--- config.mk ---
export PLATFORM = sky130hd
export DESIGN_NAME = triangle_sweep_acquisition
export DESIGN_NICKNAME = d
export VERILOG_FILES = /design/src/tsa_pkg.sv /design/src/tsa_front.sv /design/src/tsa_queue.sv /design/src/tsa_back.sv /design/src/triangle_sweep_acquisition.sv
export SDC_FILE = /design/constraint.sdc
export NUM_CORES = 1
export LEC_CHECK = 0
export BUFFER_PORTS_ARGS = -buffer_cell sky130_fd_sc_hd__buf_2
export CORE_UTILIZATION = 53
export CTS_CLUSTER_DIAMETER = 100
export DETAILED_ROUTE_END_ITERATION = 16
export HOLD_SLACK_MARGIN = 0.15
export PLACE_DENSITY = 0.7
export RECOVER_POWER = 50
export SETUP_SLACK_MARGIN = 0.3
export SYNTH_ARGS = -nofsm -noshare
export SYNTH_HDL_FRONTEND = slang
export SYNTH_SLANG_ARGS = --single-unit
export TNS_END_PERCENT = 20
--- constraint.sdc ---
create_clock -name clk -period 15.53 [get_ports clk]
set_clock_uncertainty 0.15 [all_clocks]
set_input_delay 0.7765 -clock clk [delete_from_list [all_inputs] [get_ports clk]]
set_output_delay 0.7765 -clock clk [all_outputs]
set_load 0.02 [all_outputs]
--- src/tsa_pkg.sv ---
`timescale 1ns / 1ps
`default_nettype none

package tsa_pkg;

    localparam int SAMPLE_BITS_DEF = 12;
    localparam int QUEUE_DEPTH_DEF = 4;

    localparam int VALUE_BITS = 10;
    localparam int DUTY_BITS = 16;
    localparam int CEILING_BITS = 10;
    localparam int STEP_BITS = 11;
    localparam int POINT_BITS = 24;
    localparam int CFG_INDEX_BITS = 2;
    localparam int CFG_DATA_BITS = 24;

    localparam logic [CFG_INDEX_BITS-1:0] REG_DUTY_CEILING = 2'd0;
    localparam logic [CFG_INDEX_BITS-1:0] REG_TICK_DIVIDER = 2'd1;
    localparam logic [CFG_INDEX_BITS-1:0] REG_DUTY_STEP = 2'd2;
    localparam logic [CFG_INDEX_BITS-1:0] REG_TOTAL_POINTS = 2'd3;

    localparam logic [CEILING_BITS-1:0] CEILING_RESET = 10'd500;
    localparam logic [DUTY_BITS-1:0] TICK_DIVIDER_RESET = 16'd1;
    localparam logic [STEP_BITS-1:0] DUTY_STEP_RESET = 11'd1;
    localparam logic [DUTY_BITS-1:0] LOW_LIMIT = 16'd10;

    localparam int CLAMP_ABOVE = 1000;
    localparam int CLAMP_TO = 999;

    localparam logic KIND_DUTY = 1'b0;
    localparam logic KIND_TEXT = 1'b1;

    localparam logic FUNC_TICK = 1'b0;
    localparam logic FUNC_SAMPLE = 1'b1;

    localparam logic [7:0] CHR_CR = 8'h0d;
    localparam logic [7:0] CHR_LF = 8'h0a;
    localparam logic [7:0] CHR_TAB = 8'h09;
    localparam logic [7:0] CHR_ZERO = 8'h30;

    typedef struct packed {
        logic                  is_line;
        logic [DUTY_BITS-1:0]  duty;
        logic                  start;
        logic                  done;
        logic [VALUE_BITS-1:0] first;
        logic [VALUE_BITS-1:0] second;
    } entry_t;

    // hundreds, tens, units of a value up to 1000, hundreds saturated at 9
    function automatic logic [11:0] to_digits(input logic [VALUE_BITS-1:0] v);
        logic [15:0] hp;
        logic [3:0]  h;
        logic [9:0]  hx;
        logic [6:0]  r;
        logic [14:0] tp;
        logic [3:0]  t;
        logic [3:0]  u;
        hp = 16'(v) * 16'd41;
        h = hp[15:12];
        hx = 10'(h) * 10'd100;
        r = 7'(v - hx);
        tp = 15'(r) * 15'd205;
        t = tp[14:11];
        u = 4'(r - 7'(t) * 7'd10);
        if (h > 4'd9)
        begin
            h = 4'd9;
        end
        return {h, t, u};
    endfunction

    function automatic logic [7:0] to_ascii(input logic [3:0] d);
        return CHR_ZERO | {4'b0000, d};
    endfunction

endpackage

`default_nettype wire

--- src/tsa_front.sv ---
`timescale 1ns / 1ps
`default_nettype none

module tsa_front #(
    parameter int SAMPLE_BITS = tsa_pkg::SAMPLE_BITS_DEF
) (
    input  wire logic                                clk,
    input  wire logic                                rst_n,
    input  wire logic                                in_valid,
    output logic                                     in_stall,
    input  wire logic                                func,
    input  wire logic [SAMPLE_BITS-1:0]              sample_first,
    input  wire logic [SAMPLE_BITS-1:0]              sample_second,
    input  wire logic                                cfg_valid,
    output logic                                     cfg_ready,
    input  wire logic [tsa_pkg::CFG_INDEX_BITS-1:0]  cfg_index,
    input  wire logic [tsa_pkg::CFG_DATA_BITS-1:0]   cfg_data,
    output logic                                     push,
    output tsa_pkg::entry_t                          push_data,
    input  wire logic                                queue_full
);

    localparam logic [SAMPLE_BITS-1:0] CLAMP_ABOVE_S = SAMPLE_BITS'(tsa_pkg::CLAMP_ABOVE);
    localparam logic [tsa_pkg::VALUE_BITS-1:0] CLAMP_TO_V =
        tsa_pkg::VALUE_BITS'(tsa_pkg::CLAMP_TO);

    logic [tsa_pkg::CEILING_BITS-1:0]  duty_ceiling_reg;
    logic [tsa_pkg::DUTY_BITS-1:0]     tick_divider_reg;
    logic [tsa_pkg::STEP_BITS-1:0]     duty_step_reg;
    logic [tsa_pkg::POINT_BITS-1:0]    total_points_reg;

    logic [tsa_pkg::DUTY_BITS-1:0]  tick_count_reg, tick_count_next;
    logic [tsa_pkg::DUTY_BITS-1:0]  duty_reg, duty_next;
    logic                           step_neg_reg, step_neg_next;
    logic [tsa_pkg::POINT_BITS-1:0] point_count_reg, point_count_next;

    logic                           accept;
    logic                           is_tick;
    logic                           fire;
    logic                           room;
    logic [tsa_pkg::DUTY_BITS-1:0]  cnt_inc;
    logic [tsa_pkg::DUTY_BITS-1:0]  duty_stepped;
    logic [tsa_pkg::POINT_BITS-1:0] point_inc;
    logic [tsa_pkg::VALUE_BITS-1:0] first_clamped;
    logic [tsa_pkg::VALUE_BITS-1:0] second_clamped;

    assign in_stall = queue_full;
    assign cfg_ready = 1'b1;
    assign accept = in_valid && !in_stall;
    assign is_tick = (func == tsa_pkg::FUNC_TICK);

    assign cnt_inc = tick_count_reg + 16'd1;
    assign fire = (cnt_inc >= tick_divider_reg);
    assign duty_stepped = step_neg_reg
        ? duty_reg - tsa_pkg::DUTY_BITS'(duty_step_reg)
        : duty_reg + tsa_pkg::DUTY_BITS'(duty_step_reg);
    assign room = (point_count_reg < total_points_reg);
    assign point_inc = point_count_reg + 24'd1;

    assign first_clamped = (sample_first > CLAMP_ABOVE_S)
        ? CLAMP_TO_V : sample_first[tsa_pkg::VALUE_BITS-1:0];
    assign second_clamped = (sample_second > CLAMP_ABOVE_S)
        ? CLAMP_TO_V : sample_second[tsa_pkg::VALUE_BITS-1:0];

    always_comb
    begin
        tick_count_next = tick_count_reg;
        duty_next = duty_reg;
        step_neg_next = step_neg_reg;
        point_count_next = point_count_reg;
        push = 1'b0;
        push_data.is_line = !is_tick;
        push_data.duty = duty_reg;
        push_data.start = 1'b0;
        push_data.done = !room;
        push_data.first = first_clamped;
        push_data.second = second_clamped;
        if (accept && is_tick)
        begin
            push = 1'b1;
            if (fire)
            begin
                tick_count_next = '0;
                duty_next = duty_stepped;
                if ((duty_stepped > tsa_pkg::DUTY_BITS'(duty_ceiling_reg)) ||
                    (duty_stepped < tsa_pkg::LOW_LIMIT))
                begin
                    step_neg_next = !step_neg_reg;
                end
                push_data.duty = duty_stepped;
                push_data.start = 1'b1;
            end
            else
            begin
                tick_count_next = cnt_inc;
            end
        end
        else if (accept && room)
        begin
            push = 1'b1;
            point_count_next = point_inc;
            push_data.done = (point_inc >= total_points_reg);
        end
    end

    always_ff @(posedge clk or negedge rst_n)
    begin
        if (!rst_n)
        begin
            duty_ceiling_reg <= tsa_pkg::CEILING_RESET;
            tick_divider_reg <= tsa_pkg::TICK_DIVIDER_RESET;
            duty_step_reg <= tsa_pkg::DUTY_STEP_RESET;
            total_points_reg <= '0;
            tick_count_reg <= '0;
            duty_reg <= '0;
            step_neg_reg <= 1'b0;
            point_count_reg <= '0;
        end
        else
        begin
            tick_count_reg <= tick_count_next;
            duty_reg <= duty_next;
            step_neg_reg <= step_neg_next;
            point_count_reg <= point_count_next;
            if (cfg_valid && cfg_ready)
            begin
                case (cfg_index)
                    tsa_pkg::REG_DUTY_CEILING:
                        duty_ceiling_reg <= cfg_data[tsa_pkg::CEILING_BITS-1:0];
                    tsa_pkg::REG_TICK_DIVIDER:
                        tick_divider_reg <= cfg_data[tsa_pkg::DUTY_BITS-1:0];
                    tsa_pkg::REG_DUTY_STEP:
                        duty_step_reg <= cfg_data[tsa_pkg::STEP_BITS-1:0];
                    tsa_pkg::REG_TOTAL_POINTS:
                        total_points_reg <= cfg_data[tsa_pkg::POINT_BITS-1:0];
                    default:
                    begin
                    end
                endcase
            end
        end
    end

    // a divider hit always restarts the count
    a_fire_clears: assert property (@(posedge clk) disable iff (!rst_n)
        accept && is_tick && fire |=> tick_count_reg == '0)
        else $error("tick count not cleared after divider hit");

    // a sample transaction past the total leaves the point count alone
    a_no_count_past_total: assert property (@(posedge clk) disable iff (!rst_n)
        accept && !is_tick && !room |=> $stable(point_count_reg))
        else $error("point count moved past total");

endmodule

`default_nettype wire

--- src/tsa_queue.sv ---
`timescale 1ns / 1ps
`default_nettype none

module tsa_queue #(
    parameter int DEPTH = tsa_pkg::QUEUE_DEPTH_DEF
) (
    input  wire logic            clk,
    input  wire logic            rst_n,
    input  wire logic            push,
    input  wire tsa_pkg::entry_t push_data,
    output logic                 full,
    input  wire logic            pop,
    output tsa_pkg::entry_t      pop_data,
    output logic                 not_empty
);

    localparam int AW = (DEPTH > 1) ? $clog2(DEPTH) : 1;
    localparam int CW = $clog2(DEPTH + 1);
    localparam logic [AW-1:0] LAST_SLOT = AW'(DEPTH - 1);

    tsa_pkg::entry_t mem_reg [DEPTH];
    logic [AW-1:0]   wr_ptr_reg, wr_ptr_next;
    logic [AW-1:0]   rd_ptr_reg, rd_ptr_next;
    logic [CW-1:0]   count_reg, count_next;
    logic            do_push;
    logic            do_pop;

    assign full = (count_reg == CW'(DEPTH));
    assign not_empty = (count_reg != '0);
    assign pop_data = mem_reg[rd_ptr_reg];
    assign do_push = push && !full;
    assign do_pop = pop && not_empty;

    always_comb
    begin
        wr_ptr_next = wr_ptr_reg;
        rd_ptr_next = rd_ptr_reg;
        count_next = count_reg;
        if (do_push)
        begin
            wr_ptr_next = (wr_ptr_reg == LAST_SLOT) ? '0 : wr_ptr_reg + 1'b1;
        end
        if (do_pop)
        begin
            rd_ptr_next = (rd_ptr_reg == LAST_SLOT) ? '0 : rd_ptr_reg + 1'b1;
        end
        if (do_push && !do_pop)
        begin
            count_next = count_reg + 1'b1;
        end
        else if (do_pop && !do_push)
        begin
            count_next = count_reg - 1'b1;
        end
    end

    always_ff @(posedge clk or negedge rst_n)
    begin
        if (!rst_n)
        begin
            wr_ptr_reg <= '0;
            rd_ptr_reg <= '0;
            count_reg <= '0;
        end
        else
        begin
            wr_ptr_reg <= wr_ptr_next;
            rd_ptr_reg <= rd_ptr_next;
            count_reg <= count_next;
        end
    end

    always_ff @(posedge clk)
    begin
        if (do_push)
        begin
            mem_reg[wr_ptr_reg] <= push_data;
        end
    end

    a_no_overflow: assert property (@(posedge clk) disable iff (!rst_n)
        !(push && full))
        else $error("push into full queue");

endmodule

`default_nettype wire

--- src/tsa_back.sv ---
`timescale 1ns / 1ps
`default_nettype none

module tsa_back (
    input  wire logic                           clk,
    input  wire logic                           rst_n,
    input  wire logic                           entry_valid,
    input  wire tsa_pkg::entry_t                entry,
    output logic                                pop,
    output logic                                out_valid,
    input  wire logic                           out_stall,
    output logic                                kind,
    output logic [tsa_pkg::DUTY_BITS-1:0]       duty,
    output logic                                sample_start,
    output logic [7:0]                          text_byte,
    output logic                                last,
    output logic                                done_res
);

    localparam logic [3:0] POS_CR = 4'd0;
    localparam logic [3:0] POS_A_H = 4'd1;
    localparam logic [3:0] POS_A_T = 4'd2;
    localparam logic [3:0] POS_A_U = 4'd3;
    localparam logic [3:0] POS_TAB_A = 4'd4;
    localparam logic [3:0] POS_B_H = 4'd5;
    localparam logic [3:0] POS_B_T = 4'd6;
    localparam logic [3:0] POS_B_U = 4'd7;
    localparam logic [3:0] POS_TAB_B = 4'd8;
    localparam logic [3:0] POS_ZERO = 4'd9;
    localparam logic [3:0] POS_LF = 4'd10;

    tsa_pkg::entry_t cur_reg;
    logic            cur_valid_reg, cur_valid_next;
    logic [3:0]      idx_reg, idx_next;

    logic            out_valid_reg;
    logic            kind_reg;
    logic [tsa_pkg::DUTY_BITS-1:0] duty_reg;
    logic            start_reg;
    logic [7:0]      byte_reg;
    logic            last_reg;
    logic            done_reg;

    logic            out_advance;
    logic            emit;
    logic            cur_finish;
    logic [11:0]     dig_a;
    logic [11:0]     dig_b;
    logic [7:0]      line_byte;

    assign out_advance = !out_valid_reg || !out_stall;
    assign emit = cur_valid_reg && out_advance;
    assign cur_finish = !cur_reg.is_line || (idx_reg == POS_LF);
    assign pop = entry_valid && (!cur_valid_reg || (emit && cur_finish));

    assign dig_a = tsa_pkg::to_digits(cur_reg.first);
    assign dig_b = tsa_pkg::to_digits(cur_reg.second);

    always_comb
    begin
        case (idx_reg)
            POS_CR:    line_byte = tsa_pkg::CHR_CR;
            POS_A_H:   line_byte = tsa_pkg::to_ascii(dig_a[11:8]);
            POS_A_T:   line_byte = tsa_pkg::to_ascii(dig_a[7:4]);
            POS_A_U:   line_byte = tsa_pkg::to_ascii(dig_a[3:0]);
            POS_TAB_A: line_byte = tsa_pkg::CHR_TAB;
            POS_B_H:   line_byte = tsa_pkg::to_ascii(dig_b[11:8]);
            POS_B_T:   line_byte = tsa_pkg::to_ascii(dig_b[7:4]);
            POS_B_U:   line_byte = tsa_pkg::to_ascii(dig_b[3:0]);
            POS_TAB_B: line_byte = tsa_pkg::CHR_TAB;
            POS_ZERO:  line_byte = tsa_pkg::CHR_ZERO;
            POS_LF:    line_byte = tsa_pkg::CHR_LF;
            default:   line_byte = tsa_pkg::CHR_LF;
        endcase
    end

    always_comb
    begin
        cur_valid_next = cur_valid_reg;
        idx_next = idx_reg;
        if (pop)
        begin
            cur_valid_next = 1'b1;
            idx_next = POS_CR;
        end
        else if (emit && cur_finish)
        begin
            cur_valid_next = 1'b0;
        end
        else if (emit)
        begin
            idx_next = idx_reg + 4'd1;
        end
    end

    always_ff @(posedge clk or negedge rst_n)
    begin
        if (!rst_n)
        begin
            cur_valid_reg <= 1'b0;
            idx_reg <= POS_CR;
            out_valid_reg <= 1'b0;
        end
        else
        begin
            cur_valid_reg <= cur_valid_next;
            idx_reg <= idx_next;
            if (emit)
            begin
                out_valid_reg <= 1'b1;
            end
            else if (!out_stall)
            begin
                out_valid_reg <= 1'b0;
            end
        end
    end

    always_ff @(posedge clk)
    begin
        if (pop)
        begin
            cur_reg <= entry;
        end
        if (emit)
        begin
            kind_reg <= cur_reg.is_line ? tsa_pkg::KIND_TEXT : tsa_pkg::KIND_DUTY;
            duty_reg <= cur_reg.duty;
            start_reg <= cur_reg.is_line ? 1'b0 : cur_reg.start;
            byte_reg <= cur_reg.is_line ? line_byte : 8'h00;
            last_reg <= cur_finish;
            done_reg <= cur_reg.done;
        end
    end

    assign out_valid = out_valid_reg;
    assign kind = kind_reg;
    assign duty = duty_reg;
    assign sample_start = start_reg;
    assign text_byte = byte_reg;
    assign last = last_reg;
    assign done_res = done_reg;

    a_idx_range: assert property (@(posedge clk) disable iff (!rst_n)
        idx_reg <= POS_LF)
        else $error("character index out of range");

    a_tick_single: assert property (@(posedge clk) disable iff (!rst_n)
        cur_valid_reg && !cur_reg.is_line |-> idx_reg == POS_CR)
        else $error("duty transaction advanced the character index");

    a_text_no_start: assert property (@(posedge clk) disable iff (!rst_n)
        out_valid_reg && (kind_reg == tsa_pkg::KIND_TEXT) |-> !start_reg)
        else $error("character result carries sample start");

endmodule

`default_nettype wire

--- src/triangle_sweep_acquisition.sv ---
// triangle sweep acquisition
// input channel (in_valid / in_stall): func 0 is a timer tick, func 1 a converter
// sample pair on sample_first / sample_second. a transaction is taken when
// in_valid is high and in_stall low.
// a tick gives one duty result (kind 0); a divider hit steps duty and sets sample_start.
// a sample pair within total_points gives eleven ascii results (kind 1):
// CR, three digits, TAB, three digits, TAB, '0', LF; pairs past the total give none.
// output channel (out_valid / out_stall): a result is taken when out_valid is
// high and out_stall low; last marks the final result of a transaction.
// config channel (cfg_valid / cfg_ready): cfg_ready is always high; index 0
// duty ceiling, 1 tick_divider, 2 duty_step, 3 total_points; write only while idle.
// a transaction passes through the queue, the serializer entry and the output register.
// throughput: one result per cycle from the character serializer while out_stall is low
// and work is queued, so a tick per cycle; a sample pair holds it for eleven results.
// a queue of QUEUE_DEPTH entries sits between classifier and serializer; in_stall
// rises only when it is full. a stalled output holds its result.
// reset clears the sweep state, the point count and all queued work, and
// returns the registers to 500, 1, 1 and 0.
`timescale 1ns / 1ps
`default_nettype none

module triangle_sweep_acquisition #(
    parameter int SAMPLE_BITS = tsa_pkg::SAMPLE_BITS_DEF,
    parameter int QUEUE_DEPTH = tsa_pkg::QUEUE_DEPTH_DEF
) (
    input  wire logic                                clk,
    input  wire logic                                rst_n,
    input  wire logic                                in_valid,
    output logic                                     in_stall,
    input  wire logic                                func,
    input  wire logic [SAMPLE_BITS-1:0]              sample_first,
    input  wire logic [SAMPLE_BITS-1:0]              sample_second,
    output logic                                     out_valid,
    input  wire logic                                out_stall,
    output logic                                     kind,
    output logic [tsa_pkg::DUTY_BITS-1:0]            duty,
    output logic                                     sample_start,
    output logic [7:0]                               text_byte,
    output logic                                     last,
    output logic                                     done_res,
    input  wire logic                                cfg_valid,
    output logic                                     cfg_ready,
    input  wire logic [tsa_pkg::CFG_INDEX_BITS-1:0]  cfg_index,
    input  wire logic [tsa_pkg::CFG_DATA_BITS-1:0]   cfg_data
);

    logic            push;
    tsa_pkg::entry_t push_data;
    logic            queue_full;
    logic            pop;
    tsa_pkg::entry_t pop_data;
    logic            queue_not_empty;

    tsa_front #(
        .SAMPLE_BITS(SAMPLE_BITS)
    ) u_front (
        .clk(clk),
        .rst_n(rst_n),
        .in_valid(in_valid),
        .in_stall(in_stall),
        .func(func),
        .sample_first(sample_first),
        .sample_second(sample_second),
        .cfg_valid(cfg_valid),
        .cfg_ready(cfg_ready),
        .cfg_index(cfg_index),
        .cfg_data(cfg_data),
        .push(push),
        .push_data(push_data),
        .queue_full(queue_full)
    );

    tsa_queue #(
        .DEPTH(QUEUE_DEPTH)
    ) u_queue (
        .clk(clk),
        .rst_n(rst_n),
        .push(push),
        .push_data(push_data),
        .full(queue_full),
        .pop(pop),
        .pop_data(pop_data),
        .not_empty(queue_not_empty)
    );

    tsa_back u_back (
        .clk(clk),
        .rst_n(rst_n),
        .entry_valid(queue_not_empty),
        .entry(pop_data),
        .pop(pop),
        .out_valid(out_valid),
        .out_stall(out_stall),
        .kind(kind),
        .duty(duty),
        .sample_start(sample_start),
        .text_byte(text_byte),
        .last(last),
        .done_res(done_res)
    );

endmodule

`default_nettype wire

# == Yosys cells after proc, flatten, opt, wreduce, memory -nomap -nowiden ==
# Memory sizes are Yosys's and may differ from the RTL's. A register that Yosys moved wholly into a read port is not among the register bits.
# Cells that the tools add are included.
# op_classes
add_sub_neg,13
n_mul,8
n_div,0
n_lt_le_gt_ge,9
eq_ne,18
shifts,0
mux,27
n_bitwise,2
n_reduce_logical,38
# op_table
operator,n
$pmux W6 S9,1
$mux W17,2
$mul A10 B6 Y16 const B,2
$mux W16,2
$mul A7 B8 Y15 const B,2
$add A24 B1 Y24 const B,1
$ge A24 B24 Y1,1
$gt A12 B10 Y1 const B,2
$lt A24 B24 Y1,1
$mux W10,2
$mux W4,5
$add A16 B1 Y16 const B,1
$add A16 B11 Y16,1
$eq A4 B3 Y1 const B,4
$ge A16 B16 Y1,1
$gt A16 B10 Y1,1
$lt A16 B4 Y1 const B,1
$sub A16 B11 Y16,1
$reduce_and A2 Y1,7
$sub A7 B7 Y7,2
$eq A4 B4 Y1 const B,3
$mux W1,11
$logic_and A1 B1 Y1,10
$mul A4 B5 Y5 const B,2
25 further kinds,49
# totals
register_bits,159
latchBits,0
ramBits,156
mem_bits_ro,0
in_bits,56
n_memories,1
# memory_table
name,depth,word_bits,rd,rd_ports_with_merged_regs,write_ports,line_no,rtl
u_queue.mem_reg,4,39,1,1,1,tsa_queue.sv:21,tsa_pkg::entry_t mem_reg [DEPTH];

# == Longest topological paths before layout ==
# logic_depth
ltp_word,11
ltp_mapped,35
depth_no_buf,35

# == Hierarchy ==
# From an unflattened synthesis, not the netlist that was laid out.
# unflattened
hier_cells,1628
hier_area_um2,20658.6
# by_module_without_submodules
mod,instances,cells_per_inst,area_per_inst_um2,seq_area_each_um2
tsa_front,1,843,8234.1,2962.8
tsa_back,1,544,6266.0,2072.0
tsa_queue,1,241,6158.4,4859.7

# == Worst setup path after synthesis ==
# Ideal clock, no wire load.
# synth_path
kind,register to register
startpoint,"register, netlist name u_back.cur_reg[4]"
endpoint,register u_back.byte_reg[3] (netlist: u_back.text_byte[3]) (data pin)
setup_ps,264
arrival_time_ps,8161
required_ps,15116
path_slack_ps,6955
stages_incl_launch_ff,36
path_buffers,0
synth_period_minus_slack_ps,8575
path_cell_list,edfxtp_1 > ha_1 > fa_1 > ha_1 > ha_1 > o21a_1 > o21ai_1 > a21boi_1 > and2_4 > o41ai_2 > xor2_1 > inv_2 > ha_1 > inv_1 > ha_1 > a21oi_1 > xnor2_1 > ha_1 > ha_1 > fa_1 > inv_1 > fa_1 > inv_1 > ha_1 > a21oi_1 > nand4b_1 > o21ai_1 > a211o_1 > and2_1 > ha_1 > fa_1 > xnor2_1 > xnor3_1 > xor2_1 > and3_1 > o41a_1
# synth_between
elab_chain_len,7
word_cells_on_any_way,9
classes_between,add/sub: 2; mul: 4; order compare: 1; mux: 2
# synth_rtl
element,line_no,rtl
$mul A10 B6 Y16,tsa_pkg.sv:59,hp = 16'(v) * 16'd41;
$mul A4 B5 Y5,tsa_pkg.sv:61,hx = 10'(h) * 10'd100;
$sub A7 B7 Y7,tsa_pkg.sv:62,r = 7'(v - hx);
$mul A7 B8 Y15,tsa_pkg.sv:63,tp = 15'(r) * 15'd205;
$mul A4 B3 Y3,tsa_pkg.sv:65,u = 4'(r - 7'(t) * 7'd10);
$sub A4 B4 Y4,tsa_pkg.sv:65,
$pmux W6 S9 (*),tsa_back.sv:61,case (idx_reg)
"end signal, assigned",tsa_back.sv:130,byte_reg <= cur_reg.is_line ? line_byte : 8'h00;
"end, declared",tsa_back.sv:40,logic [7:0] byte_reg;
# Every way passes the cells marked *; elsewhere a longest branch is shown, timed or not.
# A chain may end at the register's enable or synchronous reset.

# == Final worst setup path ==
# layout_path
startpoint,"register, netlist name u_back.cur_reg[1]"
endpoint,register u_back.byte_reg[3] (netlist: u_back.text_byte[3]) (data pin)
# layout_between
elab_chain_len,7
word_cells_on_any_way,9
classes_between,add/sub: 2; mul: 4; order compare: 1; mux: 2
# layout_rtl
element,line_no
$mul A10 B6 Y16,tsa_pkg.sv:59
$mul A4 B5 Y5,tsa_pkg.sv:61
$sub A7 B7 Y7,tsa_pkg.sv:62
$mul A7 B8 Y15,tsa_pkg.sv:63
$mul A4 B3 Y3,tsa_pkg.sv:65
$sub A4 B4 Y4,tsa_pkg.sv:65
$pmux W6 S9 (*),tsa_back.sv:61
# Marks and branches as above.

==> run_results.csv <==
group,metric,value,unit
run_status,status,"finished, violations left",
run_status,violations,"max-capacitance violations, max-slew violations",
synthesis,synth-seq-cells,351,
sta,max_slew_margin,-2.04,
final_layout,largest_reg_flops,156,
worst_hold_path,hp-class,"flop to flop",
final_layout,final_layout_size_suffix_gt1_frac,0.163,
clock_network,cts.sinks,351,
clock_network,clkLatencyLatePin,0.53,ns
sta,tightestPinTransition,4.57,ns
clock_network,numCtsBuffers,38,
clock_network,cts_setup_buffers,0,
clock_network,htree_levels,2,
floorplanning,rows,71,
final_layout,layout.cells.non_filler,2273,
synthesis,synth_edf_count,220,
worst_setup_path,cp-start-kind,"flop",
routing,first_pass_iters,5,
sta,setup_viol,0,
sta,grt_setup_unrepaired,"no",
worst_setup_path,cpLargestDelayFamily,"adder cells",
routing,via_count,12700,
synthesis,seq_area_frac_synth,0.481,
placement,post-dp-hpwl,29.3,mm
synthesis,synthesis.area,20600,um2
placement,place_congestion,0.893,
worst_setup_path,cp_data_required_time,15.66,ns
floorplanning,die_h,199,um
synthesis,yosysWarnings,0,
routing,viasPerCell,5.57,
sta,layout_min_cycle_time,9.21,ns
placement,dp.cells,2204,
sta,max_freq,0.109,GHz
grt,grt_usage,0.209,
placement,dpl_cell_area,21600,um2
grt,grt_max_degree,84,
final_layout,layout.nets,2069,
worst_setup_path,worstSetupEndpointType,"flop",
sta,setup-tns-final,0,ns
worst_setup_path,critPathSlowestCell,"edfxtp_1",
worst_setup_path,path_buf_inv,3,
clock_network,cts_tree,"built",
synthesis,post_synth.cell_area_avg,12.6,um2
synthesis,syn_inst,1632,
clock_network,cts_hold_buffers,0,
routing,avgRoutedWirePerCell,17.5,um
floorplanning,core,37900,um2
floorplanning,die_area,39600,um2
worst_setup_path,critPathArrivalTime,9.34,ns
placement,port_buffers,83,
clock_network,post_cts_resize_count,0,
routing,drtIter0Drc,551,
sta,finalHoldViolCount,0,
grt,grt_pass1_vias,13000,
clock_network,clk_path_buf_depth,3,
synthesis,synth_flop_cell,"edfxtp_1",
worst_setup_path,path_class,"flop to flop",
final_layout,num_antenna_cells,0,
grt,grt_pass1_wl,65.3,mm
worst_setup_path,crit_top_cell,"ha_1",
sta,fin_crit_sh,0.593,
final_layout,fin_util,0.601,
worst_setup_path,crit_path_max_fanout,6,
sta,finalMaxSlewViolations,181,
clock_network,cts.clk_slew.worst_paths,0.06,ns
routing,antenna_left,0,
floorplanning,die_w,199,um
floorplanning,io_pins,87,
grt,grt-ovfl-total,0,
clock_network,root_buffer,"clkbuf_16",
routing,drcViolationCount,0,
job,maxCapViolCount,4,
floorplanning,start_util,0.542,
routing,routed_wl,39.8,mm
worst_setup_path,critPathMaxStageDelay,0.53,ns
synthesis,synth_cell_types,96,
final_layout,areaGrowthSynthToFinish,10.9,%
synthesis,synthArstFlopShare,0.373,
grt,antenna_found_initial,0,
final_layout,final_area,22800,um2
==> final cells by class <==
| cell class | count | area, um2 |
|---|---|---|
| fillers | 3024 | 15100 |
| repair buffers | 95 | 452 |
| flip-flops and latches | 351 | 9900 |
| clock inverters | 22 | 196 |
| inverters | 148 | 556 |
| multi-input cells | 1099 | 9990 |
| clock buffers | 47 | 1070 |
| well taps | 511 | 639 |
==> placed cells by master (no fill, tap or decap), drive strengths merged, types with 58 or more instances in the layout <==
| cell type | instances |
|---|---|
| dfrtp | 123 |
| nor2 | 64 |
| buf | 58 |
| mux2 | 70 |
| inv | 149 |
| edfxtp | 220 |
| clkbuf | 84 |
| ha | 250 |
| o21ai | 86 |
| nand2 | 94 |
==> per-layer routing <==
layer	GRT usage	share of wire	vias up
li1	-	-	6172
met1	0.264	0.44	6250
met2	0.376	0.52	182
met3	0.0268	0.031	51
met4	0.0530	0.016	0
met5	0	0	-
==> metrics by stage <==
stage          hold WS, ns  worst slack [ns]
2_1_floorplan        0.250              6.96
3_3_place_gp         0.253              6.51
3_5_place_dp         0.255              6.31
4_1_cts              0.179              6.28
5_1_grt              0.269              5.90
6_report             0.258              6.32
==> cells by family (layout without fill, tap and decap cells) <==
kind of cell / Yosys count / after routing / synth area share
other cells: 2 / 3 / 0.000365
mux: 111 / 111 / 0.0820
compound gates: 251 / 251 / 0.0833
simple gates: 337 / 337 / 0.0862
xor+xnor: 115 / 115 / 0.0500
buf+inv: 183 / 312 / 0.0347
flops: 351 / 351 / 0.481
fa+ha+maj: 282 / 282 / 0.182
==> synth_stat cells (14+ instances only) <==
cell type | number | area, um2
nand2_1 | 94 | 353
nand3_1 | 28 | 140
clkbuf_1 | 24 | 90.1
a21o_1 | 27 | 203
or3_1 | 14 | 87.6
edfxtp_1 | 220 | 6610
and3_1 | 25 | 156
nand4_1 | 18 | 113
o21ai_0 | 80 | 400
nor3_1 | 19 | 95.1
inv_1 | 146 | 548
nor2_1 | 63 | 236
a21oi_1 | 46 | 230
fa_1 | 30 | 601
mux4_2 | 39 | 878
dfrtp_1 | 123 | 3080
ha_1 | 250 | 3130
xnor2_1 | 57 | 499
mux2_2 | 68 | 766
xor2_1 | 56 | 490
==> final timing paths <==
| path | from | end | slack (ns) | depth (start not counted) |
|---|---|---|---|---|
| min in group asynchronous | rst_n | u_front.tick_count_reg[14] | 1.73 | 1 |
| worst min register to register | u_back.cur_reg[33] | u_back.duty[11] | 0.26 | 0 |
| worst max register to register | u_back.cur_reg[1] | u_back.text_byte[3] | 6.32 | 33 |
| max in group asynchronous | rst_n | u_queue.rd_ptr_reg[0] | 9.13 | 2 |
| worst max-delay path | u_back.cur_reg[1] | u_back.text_byte[3] | 6.32 | 33 |
| worst min-delay path | u_back.cur_reg[33] | u_back.duty[11] | 0.26 | 0 |
Power is left out: the tool's default activity adds up to more than one toggle a clock period on the data nets, which glitch-free logic cannot reach.
